$ cat src/design/rdt_pkg.sv
// shared types and constants of the repeating delay timer
`default_nettype none
package rdt_pkg;

  localparam int unsigned TickW     = 32;
  localparam int unsigned TimeW     = 40;
  localparam int unsigned CountW    = 32;
  localparam int unsigned CfgIdxW   = 2;
  localparam int unsigned CfgDataW  = 32;
  localparam int unsigned MaxFiresDef = 64;

  // register indexes
  localparam logic [CfgIdxW-1:0] RegInterval = 2'd0;
  localparam logic [CfgIdxW-1:0] RegDelay    = 2'd1;
  localparam logic [CfgIdxW-1:0] RegRepeat   = 2'd2;
  localparam logic [CfgIdxW-1:0] RegForever  = 2'd3;

  typedef enum logic {
    AluAdd,
    AluSub
  } alu_op_e;

  typedef struct packed {
    logic [TickW-1:0]  interval_time;
    logic [TickW-1:0]  initial_delay;
    logic [CountW-1:0] repeat_count;
    logic              run_forever;
  } cfg_t;

  // re-arm request from the register file
  typedef struct packed {
    logic arm;
    logic delay_nz;
  } arm_t;

  // flags from the shared arithmetic unit
  typedef struct packed {
    logic lt;      // a < b
    logic lt2;     // a < 2b, i.e. a - b < b
    logic eq;      // a == b
  } alu_flags_t;

endpackage
`default_nettype wire

$ cat src/design/rdt_in_if.sv
// input channel: one elapsed-time word per update
`default_nettype none
interface rdt_in_if;
  logic        valid;
  logic        ready;
  logic [31:0] tick_time;

  modport source (output valid, output tick_time, input ready);
  modport sink   (input valid, input tick_time, output ready);
endinterface
`default_nettype wire

$ cat src/design/rdt_out_if.sv
// output channel: one word per fire
`default_nettype none
interface rdt_out_if;
  logic        valid;
  logic        ready;
  logic [39:0] fire_time;
  logic        cancelled;
  logic        last_fire;

  modport source (output valid, output fire_time, output cancelled, output last_fire,
                  input ready);
  modport sink   (input valid, input fire_time, input cancelled, input last_fire,
                  output ready);
endinterface
`default_nettype wire

$ cat src/design/rdt_alu.sv
// shared 40-bit add/subtract and compare unit
`default_nettype none
module rdt_alu (
  input  wire logic [rdt_pkg::TimeW-1:0] a_i,
  input  wire logic [rdt_pkg::TimeW-1:0] b_i,
  input  wire rdt_pkg::alu_op_e          op_i,
  output logic [rdt_pkg::TimeW-1:0]      res_o,
  output rdt_pkg::alu_flags_t            flags_o
);

  logic [rdt_pkg::TimeW:0] sum;

  assign sum = {1'b0, a_i} + {1'b0, b_i};

  always_comb begin
    case (op_i)
      rdt_pkg::AluAdd: res_o = sum[rdt_pkg::TimeW] ? '1 : sum[rdt_pkg::TimeW-1:0];
      rdt_pkg::AluSub: res_o = a_i - b_i;
      default:         res_o = a_i - b_i;
    endcase
  end

  assign flags_o.lt  = a_i < b_i;
  assign flags_o.lt2 = {1'b0, a_i} < {b_i, 1'b0};
  assign flags_o.eq  = a_i == b_i;

endmodule
`default_nettype wire

$ cat src/design/rdt_seq.sv
// sequencer: timer state, fire loop and output register
`default_nettype none
module rdt_seq #(
  parameter int unsigned MaxFires = rdt_pkg::MaxFiresDef
) (
  input  wire logic        clk_i,
  input  wire logic        rst_ni,
  input  wire rdt_pkg::cfg_t cfg_i,
  input  wire rdt_pkg::arm_t arm_i,
  rdt_in_if.sink           tick_i,
  rdt_out_if.source        fire_o
);

  localparam int unsigned NW = $clog2(MaxFires + 1);

  localparam logic [2:0] SIdle  = 3'd0;
  localparam logic [2:0] SAdd   = 3'd1;
  localparam logic [2:0] SCheck = 3'd2;
  localparam logic [2:0] SDsub  = 3'd3;
  localparam logic [2:0] SDfire = 3'd4;
  localparam logic [2:0] SLoop  = 3'd5;

  logic [2:0]                  state_q, state_d;
  logic                        started_q, started_d;
  logic                        stopped_q, stopped_d;
  logic                        dpend_q, dpend_d;
  logic [rdt_pkg::TimeW-1:0]   elapsed_q, elapsed_d;
  logic [rdt_pkg::CountW-1:0]  count_q, count_d;
  logic [rdt_pkg::TimeW-1:0]   step_q, step_d;
  logic [rdt_pkg::TickW-1:0]   tick_q, tick_d;
  logic [NW-1:0]               n_q, n_d;
  logic                        ovalid_q, ovalid_d;
  logic [rdt_pkg::TimeW-1:0]   otime_q, otime_d;
  logic                        ocanc_q, ocanc_d;
  logic                        olast_q, olast_d;

  logic [rdt_pkg::TimeW-1:0]   alu_a, alu_b, alu_res, step_cand;
  rdt_pkg::alu_op_e            alu_op;
  rdt_pkg::alu_flags_t         alu_fl;
  logic [rdt_pkg::CountW-1:0]  cnt_inc;
  logic                        cancel, out_free;
  logic [NW-1:0]               n_inc;

  rdt_alu u_alu (
    .a_i     (alu_a),
    .b_i     (alu_b),
    .op_i    (alu_op),
    .res_o   (alu_res),
    .flags_o (alu_fl)
  );

  assign out_free  = !ovalid_q || fire_o.ready;
  assign cnt_inc   = (count_q == '1) ? count_q : count_q + 1'b1;
  assign cancel    = !cfg_i.run_forever && (cnt_inc > cfg_i.repeat_count);
  assign n_inc     = n_q + 1'b1;
  assign step_cand = (cfg_i.interval_time != '0) ?
                     {{(rdt_pkg::TimeW-rdt_pkg::TickW){1'b0}}, cfg_i.interval_time} :
                     elapsed_q;

  assign tick_i.ready = (state_q == SIdle);
  assign fire_o.valid     = ovalid_q;
  assign fire_o.fire_time = otime_q;
  assign fire_o.cancelled = ocanc_q;
  assign fire_o.last_fire = olast_q;

  // operand selection for the shared unit
  always_comb begin
    alu_a  = elapsed_q;
    alu_b  = step_q;
    alu_op = rdt_pkg::AluSub;
    case (state_q)
      SAdd: begin
        alu_b  = {{(rdt_pkg::TimeW-rdt_pkg::TickW){1'b0}}, tick_q};
        alu_op = rdt_pkg::AluAdd;
      end
      SCheck: begin
        alu_b = dpend_q ?
                {{(rdt_pkg::TimeW-rdt_pkg::TickW){1'b0}}, cfg_i.initial_delay} : step_cand;
      end
      SDsub: begin
        alu_b = {{(rdt_pkg::TimeW-rdt_pkg::TickW){1'b0}}, cfg_i.initial_delay};
      end
      SDfire: begin
        alu_b = step_cand;
      end
      default: begin
        alu_b = step_q;
      end
    endcase
  end

  always_comb begin
    state_d   = state_q;
    started_d = started_q;
    stopped_d = stopped_q;
    dpend_d   = dpend_q;
    elapsed_d = elapsed_q;
    count_d   = count_q;
    step_d    = step_q;
    tick_d    = tick_q;
    n_d       = n_q;
    ovalid_d  = ovalid_q && !fire_o.ready;
    otime_d   = otime_q;
    ocanc_d   = ocanc_q;
    olast_d   = olast_q;

    case (state_q)
      SIdle: begin
        if (tick_i.valid) begin
          if (stopped_q) begin
            state_d = SIdle;
          end else if (!started_q) begin
            started_d = 1'b1;
            elapsed_d = '0;
            count_d   = '0;
          end else begin
            tick_d  = tick_i.tick_time;
            n_d     = '0;
            state_d = SAdd;
          end
        end
      end
      SAdd: begin
        elapsed_d = alu_res;
        state_d   = SCheck;
      end
      SCheck: begin
        if (alu_fl.lt) begin
          state_d = SIdle;
        end else if (dpend_q) begin
          state_d = SDsub;
        end else begin
          step_d  = step_cand;
          state_d = SLoop;
        end
      end
      SDsub: begin
        elapsed_d = alu_res;
        dpend_d   = 1'b0;
        state_d   = SDfire;
      end
      SDfire: begin
        if (out_free) begin
          count_d   = cnt_inc;
          stopped_d = cancel;
          n_d       = n_inc;
          ovalid_d  = 1'b1;
          otime_d   = {{(rdt_pkg::TimeW-rdt_pkg::TickW){1'b0}}, cfg_i.initial_delay};
          ocanc_d   = cancel;
          olast_d   = cancel || (n_inc == NW'(MaxFires)) || alu_fl.lt;
          state_d   = (cancel || (n_inc == NW'(MaxFires)) || alu_fl.lt) ? SIdle : SCheck;
        end
      end
      SLoop: begin
        if (out_free) begin
          elapsed_d = alu_res;
          count_d   = cnt_inc;
          stopped_d = cancel;
          n_d       = n_inc;
          ovalid_d  = 1'b1;
          otime_d   = step_q;
          ocanc_d   = cancel;
          olast_d   = cancel || (n_inc == NW'(MaxFires)) || alu_fl.eq || alu_fl.lt2;
          state_d   = (cancel || (n_inc == NW'(MaxFires)) || alu_fl.eq || alu_fl.lt2) ?
                      SIdle : SLoop;
        end
      end
      default: begin
        state_d = SIdle;
      end
    endcase

    // re-arm on any register write
    if (arm_i.arm) begin
      started_d = 1'b0;
      stopped_d = 1'b0;
      dpend_d   = arm_i.delay_nz;
    end
  end

  always_ff @(posedge clk_i or negedge rst_ni) begin
    if (!rst_ni) begin
      state_q   <= SIdle;
      started_q <= 1'b0;
      stopped_q <= 1'b0;
      dpend_q   <= 1'b0;
      elapsed_q <= '0;
      count_q   <= '0;
      n_q       <= '0;
      ovalid_q  <= 1'b0;
    end else begin
      state_q   <= state_d;
      started_q <= started_d;
      stopped_q <= stopped_d;
      dpend_q   <= dpend_d;
      elapsed_q <= elapsed_d;
      count_q   <= count_d;
      n_q       <= n_d;
      ovalid_q  <= ovalid_d;
    end
  end

  always_ff @(posedge clk_i) begin
    step_q  <= step_d;
    tick_q  <= tick_d;
    otime_q <= otime_d;
    ocanc_q <= ocanc_d;
    olast_q <= olast_d;
  end

endmodule
`default_nettype wire

$ cat src/design/repeating_delay_timer_top.sv
// top level of the repeating delay timer: registers, sequencer and checks
//
//  channel  dir  handshake        payload
//  tick_i   in   valid / ready    tick_time[31:0]  elapsed time, 16.16 seconds
//  fire_o   out  valid / ready    fire_time[39:0], cancelled, last_fire
//  cfg      in   cfg_we_i         cfg_idx_i[1:0], cfg_wdata_i[31:0]
//
// an update word is added and checked, then the initial delay is taken off and fired when
// due, then one fire word per cycle while fire_o is unstalled, up to MaxFires per update
// every step goes through the one shared 40-bit add/subtract/compare unit
// tick_i.ready is high only while the sequencer is idle; a stalled fire_o holds
// the fire loop, the output register can load a new word in the cycle the held one is taken
// rst_ni clears control state, elapsed time, count and cfg at once, no clearing pass
`default_nettype none
module repeating_delay_timer_top #(
  parameter int unsigned MaxFires = rdt_pkg::MaxFiresDef
) (
  input  wire logic                          clk_i,
  input  wire logic                          rst_ni,
  input  wire logic                          cfg_we_i,
  input  wire logic [rdt_pkg::CfgIdxW-1:0]   cfg_idx_i,
  input  wire logic [rdt_pkg::CfgDataW-1:0]  cfg_wdata_i,
  rdt_in_if.sink                             tick_i,
  rdt_out_if.source                          fire_o
);

  rdt_pkg::cfg_t cfg_q, cfg_d;
  rdt_pkg::arm_t arm;

  // register file; every write re-arms the timer
  always_comb begin
    cfg_d = cfg_q;
    if (cfg_we_i) begin
      case (cfg_idx_i)
        rdt_pkg::RegInterval: cfg_d.interval_time = cfg_wdata_i;
        rdt_pkg::RegDelay:    cfg_d.initial_delay = cfg_wdata_i;
        rdt_pkg::RegRepeat:   cfg_d.repeat_count  = cfg_wdata_i;
        rdt_pkg::RegForever:  cfg_d.run_forever   = cfg_wdata_i[0];
        default:              cfg_d = cfg_q;
      endcase
    end
  end

  // delay pending follows the value being written, not the old one
  assign arm.arm      = cfg_we_i;
  assign arm.delay_nz = cfg_d.initial_delay != '0;

  always_ff @(posedge clk_i or negedge rst_ni) begin
    if (!rst_ni) begin
      cfg_q <= '0;
    end else begin
      cfg_q <= cfg_d;
    end
  end

  rdt_seq #(
    .MaxFires (MaxFires)
  ) u_seq (
    .clk_i  (clk_i),
    .rst_ni (rst_ni),
    .cfg_i  (cfg_q),
    .arm_i  (arm),
    .tick_i (tick_i),
    .fire_o (fire_o)
  );

  // a cancelling fire always ends its update
  a_cancel_last: assert property (@(posedge clk_i) disable iff (!rst_ni)
    fire_o.valid && fire_o.cancelled |-> fire_o.last_fire)
    else $error("cancelled word not marked last");

  // a timer that runs forever never cancels
  a_forever: assert property (@(posedge clk_i) disable iff (!rst_ni)
    fire_o.valid && cfg_q.run_forever |-> !fire_o.cancelled)
    else $error("cancel while run_forever set");

  // a zero-time step always ends the loop, so a non-final word carries time
  a_nonlast_time: assert property (@(posedge clk_i) disable iff (!rst_ni)
    fire_o.valid && !fire_o.last_fire |-> fire_o.fire_time != '0)
    else $error("zero time on a non-final fire");

  // no update is taken while the loop runs, so a stalled non-final word keeps its time
  a_busy: assert property (@(posedge clk_i) disable iff (!rst_ni)
    tick_i.valid && tick_i.ready && !fire_o.last_fire && fire_o.valid && !fire_o.ready
    |=> !(fire_o.valid && fire_o.fire_time != $past(fire_o.fire_time)))
    else $error("output word changed while stalled after an update was taken");

endmodule
`default_nettype wire

$ cat src/flat_wrapper.sv
// flat-port wrapper written by rule: the top's interface ports become plain ports
module repeating_delay_timer_top_flat 
#(
  parameter int unsigned MaxFires = rdt_pkg::MaxFiresDef
)
  (clk_i, rst_ni, cfg_we_i, cfg_idx_i, cfg_wdata_i, tick_i_valid, tick_i_tick_time, tick_i_ready, fire_o_valid, fire_o_fire_time, fire_o_cancelled, fire_o_last_fire, fire_o_ready);
  rdt_in_if tick_i_i ();
  rdt_out_if fire_o_i ();
  input  wire logic clk_i;
  input  wire logic rst_ni;
  input  wire logic cfg_we_i;
  input  wire logic [rdt_pkg::CfgIdxW-1:0] cfg_idx_i;
  input  wire logic [rdt_pkg::CfgDataW-1:0] cfg_wdata_i;
  input wire logic [$bits(tick_i_i.valid)-1:0] tick_i_valid;
  input wire logic [$bits(tick_i_i.tick_time)-1:0] tick_i_tick_time;
  output wire logic [$bits(tick_i_i.ready)-1:0] tick_i_ready;
  output wire logic [$bits(fire_o_i.valid)-1:0] fire_o_valid;
  output wire logic [$bits(fire_o_i.fire_time)-1:0] fire_o_fire_time;
  output wire logic [$bits(fire_o_i.cancelled)-1:0] fire_o_cancelled;
  output wire logic [$bits(fire_o_i.last_fire)-1:0] fire_o_last_fire;
  input wire logic [$bits(fire_o_i.ready)-1:0] fire_o_ready;
  assign tick_i_i.valid = tick_i_valid;
  assign tick_i_i.tick_time = tick_i_tick_time;
  assign tick_i_ready = tick_i_i.ready;
  assign fire_o_valid = fire_o_i.valid;
  assign fire_o_fire_time = fire_o_i.fire_time;
  assign fire_o_cancelled = fire_o_i.cancelled;
  assign fire_o_last_fire = fire_o_i.last_fire;
  assign fire_o_i.ready = fire_o_ready;
  repeating_delay_timer_top #(.MaxFires(MaxFires)) u_core (.clk_i(clk_i), .rst_ni(rst_ni), .cfg_we_i(cfg_we_i), .cfg_idx_i(cfg_idx_i), .cfg_wdata_i(cfg_wdata_i), .tick_i(tick_i_i), .fire_o(fire_o_i));
endmodule
$ cat config.mk
export PLATFORM = sky130hd
export DESIGN_NAME = repeating_delay_timer_top_flat
export DESIGN_NICKNAME = d
export VERILOG_FILES = /design/src/design/rdt_pkg.sv /design/src/design/rdt_in_if.sv /design/src/design/rdt_out_if.sv /design/src/design/rdt_alu.sv /design/src/design/rdt_seq.sv /design/src/design/repeating_delay_timer_top.sv /design/src/flat_wrapper.sv
export SDC_FILE = /design/constraint.sdc
export NUM_CORES = 1
export LEC_CHECK = 0
export ABC_AREA = 1
export BUFFER_PORTS_ARGS = -buffer_cell sky130_fd_sc_hd__buf_2
export CORE_MARGIN = 1
export CORE_UTILIZATION = 40
export DETAILED_ROUTE_END_ITERATION = 12
export PLACE_DENSITY_LB_ADDON = 0.12
export SETUP_SLACK_MARGIN = 0.15
export SLEW_MARGIN = 20
export SYNTH_ARGS = -nofsm -noshare
export SYNTH_HDL_FRONTEND = slang
export SYNTH_SLANG_ARGS = --single-unit
$ cat constraint.sdc
create_clock -name clk_i -period 4.35 [get_ports clk_i]
set_input_delay 0.87 -clock clk_i [delete_from_list [all_inputs] [get_ports clk_i]]
set_output_delay 0.87 -clock clk_i [all_outputs]
set_load 0.005 [all_outputs]
* Word-level counts from Yosys, hierarchy flattened *
Index checks and enable logic that the tools add are counted.

storage, ports and cells
  output and inout bits = 44
  bits of input ports = 71
  word-level logic and storage cells = 137
  register bits after elaboration = 297

cells by class
  bitwise operators = 3
  mux-type cells = 53
  reductions and logical operators = 37
  equality and inequality tests = 20
  add/sub/neg operators = 4
  order comparisons = 3

operators with widths
  operator                 count
  $mux W40                 9
  $mux W32                 7
  $pmux W40 S2             2
  $pmux W40 S4             1
  $pmux W40 S3             1
  $mux W65                 1
  $pmux W32 S2             1
  $reduce_bool A32 Y1      2
  $add A40 B40 Y41         1
  $lt A40 B41 Y1           1
  $eq A40 B40 Y1           1
  $lt A40 B40 Y1           1
  $sub A40 B40 Y40         1
  $add A32 B1 Y32 const B  1
  $eq A32 B32 Y1 const B   1
  $gt A32 B32 Y1           1
  $mux W7                  4
  $mux W3                  8
  $pmux W3 S6              1
  $mux W1                  15
  $reduce_and A5 Y1        3
  $pmux W7 S2              1
  $reduce_bool A2 Y1       7
  $ne A2 B2 Y1 const B     6
  22 further kinds         43

* Logic depth before layout (Yosys ltp) *
  depth in word-level cells = 10
  gate-level depth with buffers = 32
  depth with buffers taken out = 32

* Hierarchy *
Synthesis repeated with hierarchy kept, for this count alone.

second synthesis, totals
  cell total of the unflattened synthesis = 3,315
  area total of the unflattened synthesis = 22,673.0 sq um

modules (own cells, without submodules)
  module                     area an instance (sq um)  times used  cells an instance  seq. area each (sq um)
  rdt_seq                    11,104.4                  1           1,321              5,575.3
  rdt_alu                    7,639.8                   1           1,527              0.0
  repeating_delay_timer_top  3,928.8                   1           467                2,427.3

* Worst setup path after synthesis *
OpenSTA, ideal clock, no wires.

  path type = register -> register
  start = register u_core.u_seq.state_q[2]
  end = register u_core.u_seq.step_q[0] in the netlist's numbering (enable)
  setup time = 0.394 ns
  required time = 3.956 ns
  period minus slack after synthesis = 4.174 ns
  path buffers = 3
  setup slack = 0.176 ns
  data arrival time = 3.779 ns
  cell stages (with the launch flop) = 19
  cells stage by stage = dfrtp_1 -> buf_2 -> nor2_1 -> o21ai_1 -> clkinv_1 -> clkbuf_1 -> a221oi_1 -> o21ai_0 -> ha_1 -> buf_2 -> nor2_1 -> inv_1 -> nor2_1 -> inv_1 -> nor2_1 -> nand4_1 -> o211ai_2 -> nand3_2 -> inv_1

on the way
  longest elaborated chain between the ends = 5
  elaborated cells between the ends (all ways) = 8
  classes of those cells = 1 x order compare; 4 x eq/ne; 1 x mux; 1 x bitwise; 1 x reduce/logical

RTL lines
  what                                        line            text
  start, declared                             rdt_seq.sv:23   logic [2:0] state_q, state_d;
  start signal, assigned                      rdt_seq.sv:183  state_q <= SIdle;
  start signal, assigned                      rdt_seq.sv:192  state_q <= state_d;
  $eq A3 B3 Y1, or another cell as far along  rdt_seq.sv:71   case (state_q)
  $pmux W40 S4                                rdt_seq.sv:71
  $lt A40 B40 Y1                              rdt_alu.sv:23   assign flags_o.lt = a_i < b_i;
  $not A1 Y1 (no line)                        -
  $reduce_and A3 Y1 (no line) (*)             -
  end signal, assigned                        rdt_seq.sv:204  step_q <= step_d;
  end, declared                               rdt_seq.sv:29   logic [rdt_pkg::TimeW-1:0] step_q, step_d;

Mark *: on every way between the ends. The rest lies on a longest branch, timed or not.
A chain may end at the register's enable or synchronous reset.

* Final worst setup path *
  start = register u_core.cfg_q[72] in the netlist's numbering
  end = register u_core.u_seq.elapsed_q (netlist bit u_core.u_seq.alu_a[25])

on the way
  longest elaborated chain between the ends = 9
  elaborated cells between the ends (all ways) = 10
  classes of those cells = 2 x add/sub; 7 x mux; 1 x reduce/logical

RTL lines
  what                                        line                             text
  start, declared                             repeating_delay_timer_top.sv:27  rdt_pkg::cfg_t cfg_q, cfg_d;
  start signal, assigned                      repeating_delay_timer_top.sv:52  cfg_q <= cfg_d;
  $reduce_bool A32 Y1 (*)                     rdt_seq.sv:56                    assign step_cand = (cfg_i.interval_time != '0) ?
  $mux W40 (*)                                rdt_seq.sv:56
  named net u_core.u_seq.step_cand (one bit)  rdt_seq.sv:37                    logic [rdt_pkg::TimeW-1:0] alu_a, alu_b, alu_res, step_cand;
  $mux W40                                    rdt_seq.sv:77                    alu_b = dpend_q ?
  $pmux W40 S4 (*)                            rdt_seq.sv:71
  $add A40 B40 Y41                            rdt_alu.sv:13                    assign sum = {1'b0, a_i} + {1'b0, b_i};
  $mux W40                                    rdt_alu.sv:17                    rdt_pkg::AluAdd: res_o = sum[rdt_pkg::TimeW] ? '1 : sum[rdt_pkg::TimeW-1:0];
  $pmux W40 S2 (*)                            rdt_alu.sv:16                    case (op_i)
  $mux W40                                    rdt_seq.sv:155                   if (out_free) begin
  $pmux W40 S3 (*)                            rdt_seq.sv:107                   case (state_q)
  end signal, assigned                        rdt_seq.sv:196                   elapsed_q <= elapsed_d;
  end, declared                               rdt_seq.sv:27                    logic [rdt_pkg::TimeW-1:0] elapsed_q, elapsed_d;

Mark *: on every way through the listed nets, which the timed path passes. The rest lies on a longest branch. The select of a mux whose other input is x is not followed.

==> key figures <==
Detailed routing
  – WL/cell: 21.19 um
  – ANT nets after route: 0
  – Routed Wire Length: 84270 um
  – Initial DRC Count: 1729
  – Vias per cell: 5.348
  – DRC Markers: 0
  – Via count: 21263
  – Router iterations before antenna repair: 6

Floorplanning
  – Initial Utilization: 0.4075
  – I/O Pins: 115
  – Die Span X: 231.5 um
  – Die Y: 231.5 um
  – Die area: 53610 sq um
  – Rows: 83
  – Core Area: 51720 sq um

Critical path
  – Setup crit start kind: flip-flop
  – Crit Reg-Reg Startpoint: u_core.cfg_q[72]
  – Worst EP required: 4.80 ns
  – Worst Path Max Fanout: 9
  – CP arrival: 4.62 ns
  – R2R cell count: 23
  – Setup Crit Path Kind: reg2reg
  – Crit-path cells: nor2_1 > nand2_1 > nor2_4 > nand2_2 > nor2_4 > buf_12 > buf_12 > a21oi_1 > a221oi_1 > o21ai_2 > ha_4 > inv_1 > a21oi_1 > inv_1 > a21oi_2 > o21ai_0 > o21bai_2 > a31oi_1 > buf_4 > xor2_1 > nand2_1 > o211ai_1 > nand2_1
  – Worst stage delay on the critical path: 0.46 ns
  – Endpoint class of the critical path: flip-flop
  – Critical R2R Capture: u_core.u_seq.alu_a[25]
  – Worst path slowest cell: dfrtp_1
  – CP dominant cell by count: nand2_1
  – WP buf/inv: 5
  – Cell family with most CP delay: compound AO/OA/AOI/OAI gates
  – FF-to-FF setup slack: 0.18 ns

Power
  – Sw power: 8.829 mW
  – Lkg Pwr: 13.36 nW
  – Power density cells: 677.2 nW/um^2
  – Clock Power Share: 0.175
  – Power Internal: 10.15 mW
  – Sw Share: 0.4653
  – Combinational Power Share: 0.634
  – VDD IR max: 0.3038 mV
  – Sequential power share: 0.191

Job
  – # Max-Cap Violations: 0

Finish
  – Nets: 3501
  – Commonest non-fill, non-tap cell in the layout: nand2_1
  – Ratio of cells with drive above 1 in the final layout: 0.2728
  – Final Cell Area: 28020 sq um
  – # fillers: 5062
  – Fin cells: 3976
  – Most frequent cells in the layout: nand2_1 (492), inv_1 (480), buf_4 (360), o21ai_0 (234), nor2_1 (224)
  – P&R area growth vs syn: 32.96%
  – Post-layout util: 0.5418
  – N_diodes: 0

Global routing
  – Largest net degree at the start of global routing: 73
  – GRT Overall Usage: 0.3072
  – Vias in the first global route: 20763
  – First-pass GRT wire length: 124200 um
  – Initial antenna violation count: 2
  – Gr ovfl total: 0

Logic synthesis
  – EDFF count, synth: 114
  – Biggest area consumer among synthesized cells: dfrtp_1
  – Synth warn: 0
  – Top post-synthesis cells by area: dfrtp_1 (22%), edfxtp_1 (16%), ha_1 (9.6%)
  – Main flop type after synthesis: dfrtp_1
  – Yosys cell types: 64
  – Syn nets: 3044
  – Syn avg cell area: 7.502 sq um
  – Synth Register Bits: 297
  – Gate Count Post-Synth: 2809
  – Area of the mapped netlist: 21070 sq um
  – Synth top area share: 0.2173
  – Register area share after synthesis: 0.3797
  – Asr flop ratio synth: 0.6162

Timing
  – Slew margin rel.: 0.3054
  – RSZ-0062 raised after global routing: true
  – Final Max Tran Viols: 0
  – Post-route minimum period: 4.167 ns
  – Final setup vio count: 0
  – Period utilization: 0.9579
  – Slew of the pin with the lowest slew margin: 1.038 ns
  – Hold Fails Final Rpt: 0
  – Worst clock skew: 0.01925 ns
  – Fmax: 0.2400 GHz

Clocking
  – CTS root buf: clkbuf_16
  – Clk slew on worst S/H paths: 0.06 ns
  – Post-CTS Hold Buffers: 0
  – CTS tree: done
  – Clock latency on the worst-skew pair: 0.57 ns
  – Longest Clk Path Bufs: 3
  – Num Clock Sinks: 297
  – H-tree depth: 2
  – CTS Buf Count: 38

Place
  – Placed cells: 3839
  – DPL Wire Length: 65680 um
  – IO Port Bufs: 114
  – Placed Area: 24730 sq um
  – RePlAce Congestion: 0.9785

Run status
  – Outcome: completed

Hold path
  – HP Class: in2async
cell type report:
cell class | instances | area (sq um) | area share
Timing Repair Buffer | 503 | 3812 | 0.1361
Multi-Input combinational cell | 1913 | 12110 | 0.4323
Inverter | 513 | 1946 | 0.06944
Sequential cell | 297 | 8008 | 0.2858
Clock inverter | 14 | 170.2 | 0.006073
Clock buffer | 56 | 1121 | 0.04001
Tap cell | 680 | 850.8 | 0.03036
Yosys cell counts, types with 11 or more instances:
master / number
o21ai_1: 22
o21bai_1: 11
inv_2: 13
nand3_1: 87
nand2_1: 514
a21oi_2: 11
buf_2: 30
nor3_1: 36
inv_1: 496
o211ai_1: 17
ha_1: 162
o22ai_1: 30
a221oi_1: 29
nor2_1: 279
xor2_1: 47
dfrtp_1: 183
clkbuf_1: 43
nand4_1: 32
a21oi_1: 199
o21ai_0: 271
a31oi_1: 23
edfxtp_1: 114
nor4_1: 18
o21a_1: 15
registers in the layout (all words and copies together), names as in the netlist, 3 cells and up:
signal	count
u_core.u_seq.tick_q	32
u_core.u_seq.step_q	40
u_core.cfg_q	97
u_core.u_seq.n_q	7
u_core.u_seq.state_q	3
u_core.u_seq.fire_o.fire_time	40
u_core.u_seq.alu_a	40
u_core.u_seq.count_q	32
kinds of logic after synthesis:
kind of cell	Yosys count	synth area share
buffers and inverters	599	0.1101
xor gates and xnor gates	53	0.02274
AOI/OAI and AO/OA	681	0.1860
DFF	297	0.3797
and+or+nand+nor	1015	0.2033
adders and majority gates	164	0.09808
per-layer routing:
| metal | GRT usage | part of all wire | up-vias |
|---|---|---|---|
| met5 | 0 | 0.00026 | - |
| met4 | 0.08450 | 0.029 | 4 |
| met3 | 0.03949 | 0.055 | 136 |
| met2 | 0.5114 | 0.47 | 624 |
| met1 | 0.4174 | 0.44 | 10297 |
| li1 | - | - | 10202 |
metrics by stage:
step	TNS, ns	setup WS [ns]	hold slack [ns]	power, mW
after floorplan	0	0.1765	0.4530	9.029
after global placement	-7.745	-0.2697	0.4699	13.93
after detailed placement	-7.041	-0.3208	0.4764	13.95
after CTS	0	0.1370	0.3085	17.60
after global routing	-0.08393	-0.05764	0.3149	20.10
final	0	0.1831	0.2695	18.98
worst max-delay path by stage:
| stage | start | endpoint | slack, ns | cells past startpoint |
|---|---|---|---|---|
| finish | u_core.cfg_q[72] | u_core.u_seq.alu_a[25] | 0.18 | 23 |
| global route | u_core.cfg_q[72] | u_core.u_seq.alu_a[25] | -0.06 | 23 |
| CTS | u_core.cfg_q[92] | u_core.u_seq.alu_a[29] | 0.14 | 29 |
| detailed placement | u_core.u_seq.count_q[0] | u_core.u_seq.state_q[2] | -0.32 | 26 |
| global placement | u_core.u_seq.count_q[0] | u_core.u_seq.state_q[2] | -0.27 | 26 |
| floorplan | u_core.u_seq.state_q[2] | u_core.u_seq.step_q[0] | 0.18 | 18 |
power by group through the flow:
stage | clock, mW | sequential, mW | combinational [mW]
2_1_floorplan | 0 | 3.53 | 5.50
3_3_place_gp | 0 | 3.65 | 10.3
3_5_place_dp | 0 | 3.65 | 10.3
4_1_cts | 3.39 | 3.60 | 10.6
5_1_grt | 3.49 | 3.67 | 12.9
6_report | 3.32 | 3.63 | 12.0
timing repair:
item / 4_1_cts / 5_1_grt
cloned: 1 / 3
buffers inserted: 7 / 55
gates resized for setup: 77 / 295
endpoints found under the setup margin: 86 / 85
pin swaps: 10 / 70
Note: power is estimated with default switching activity, not from simulation.
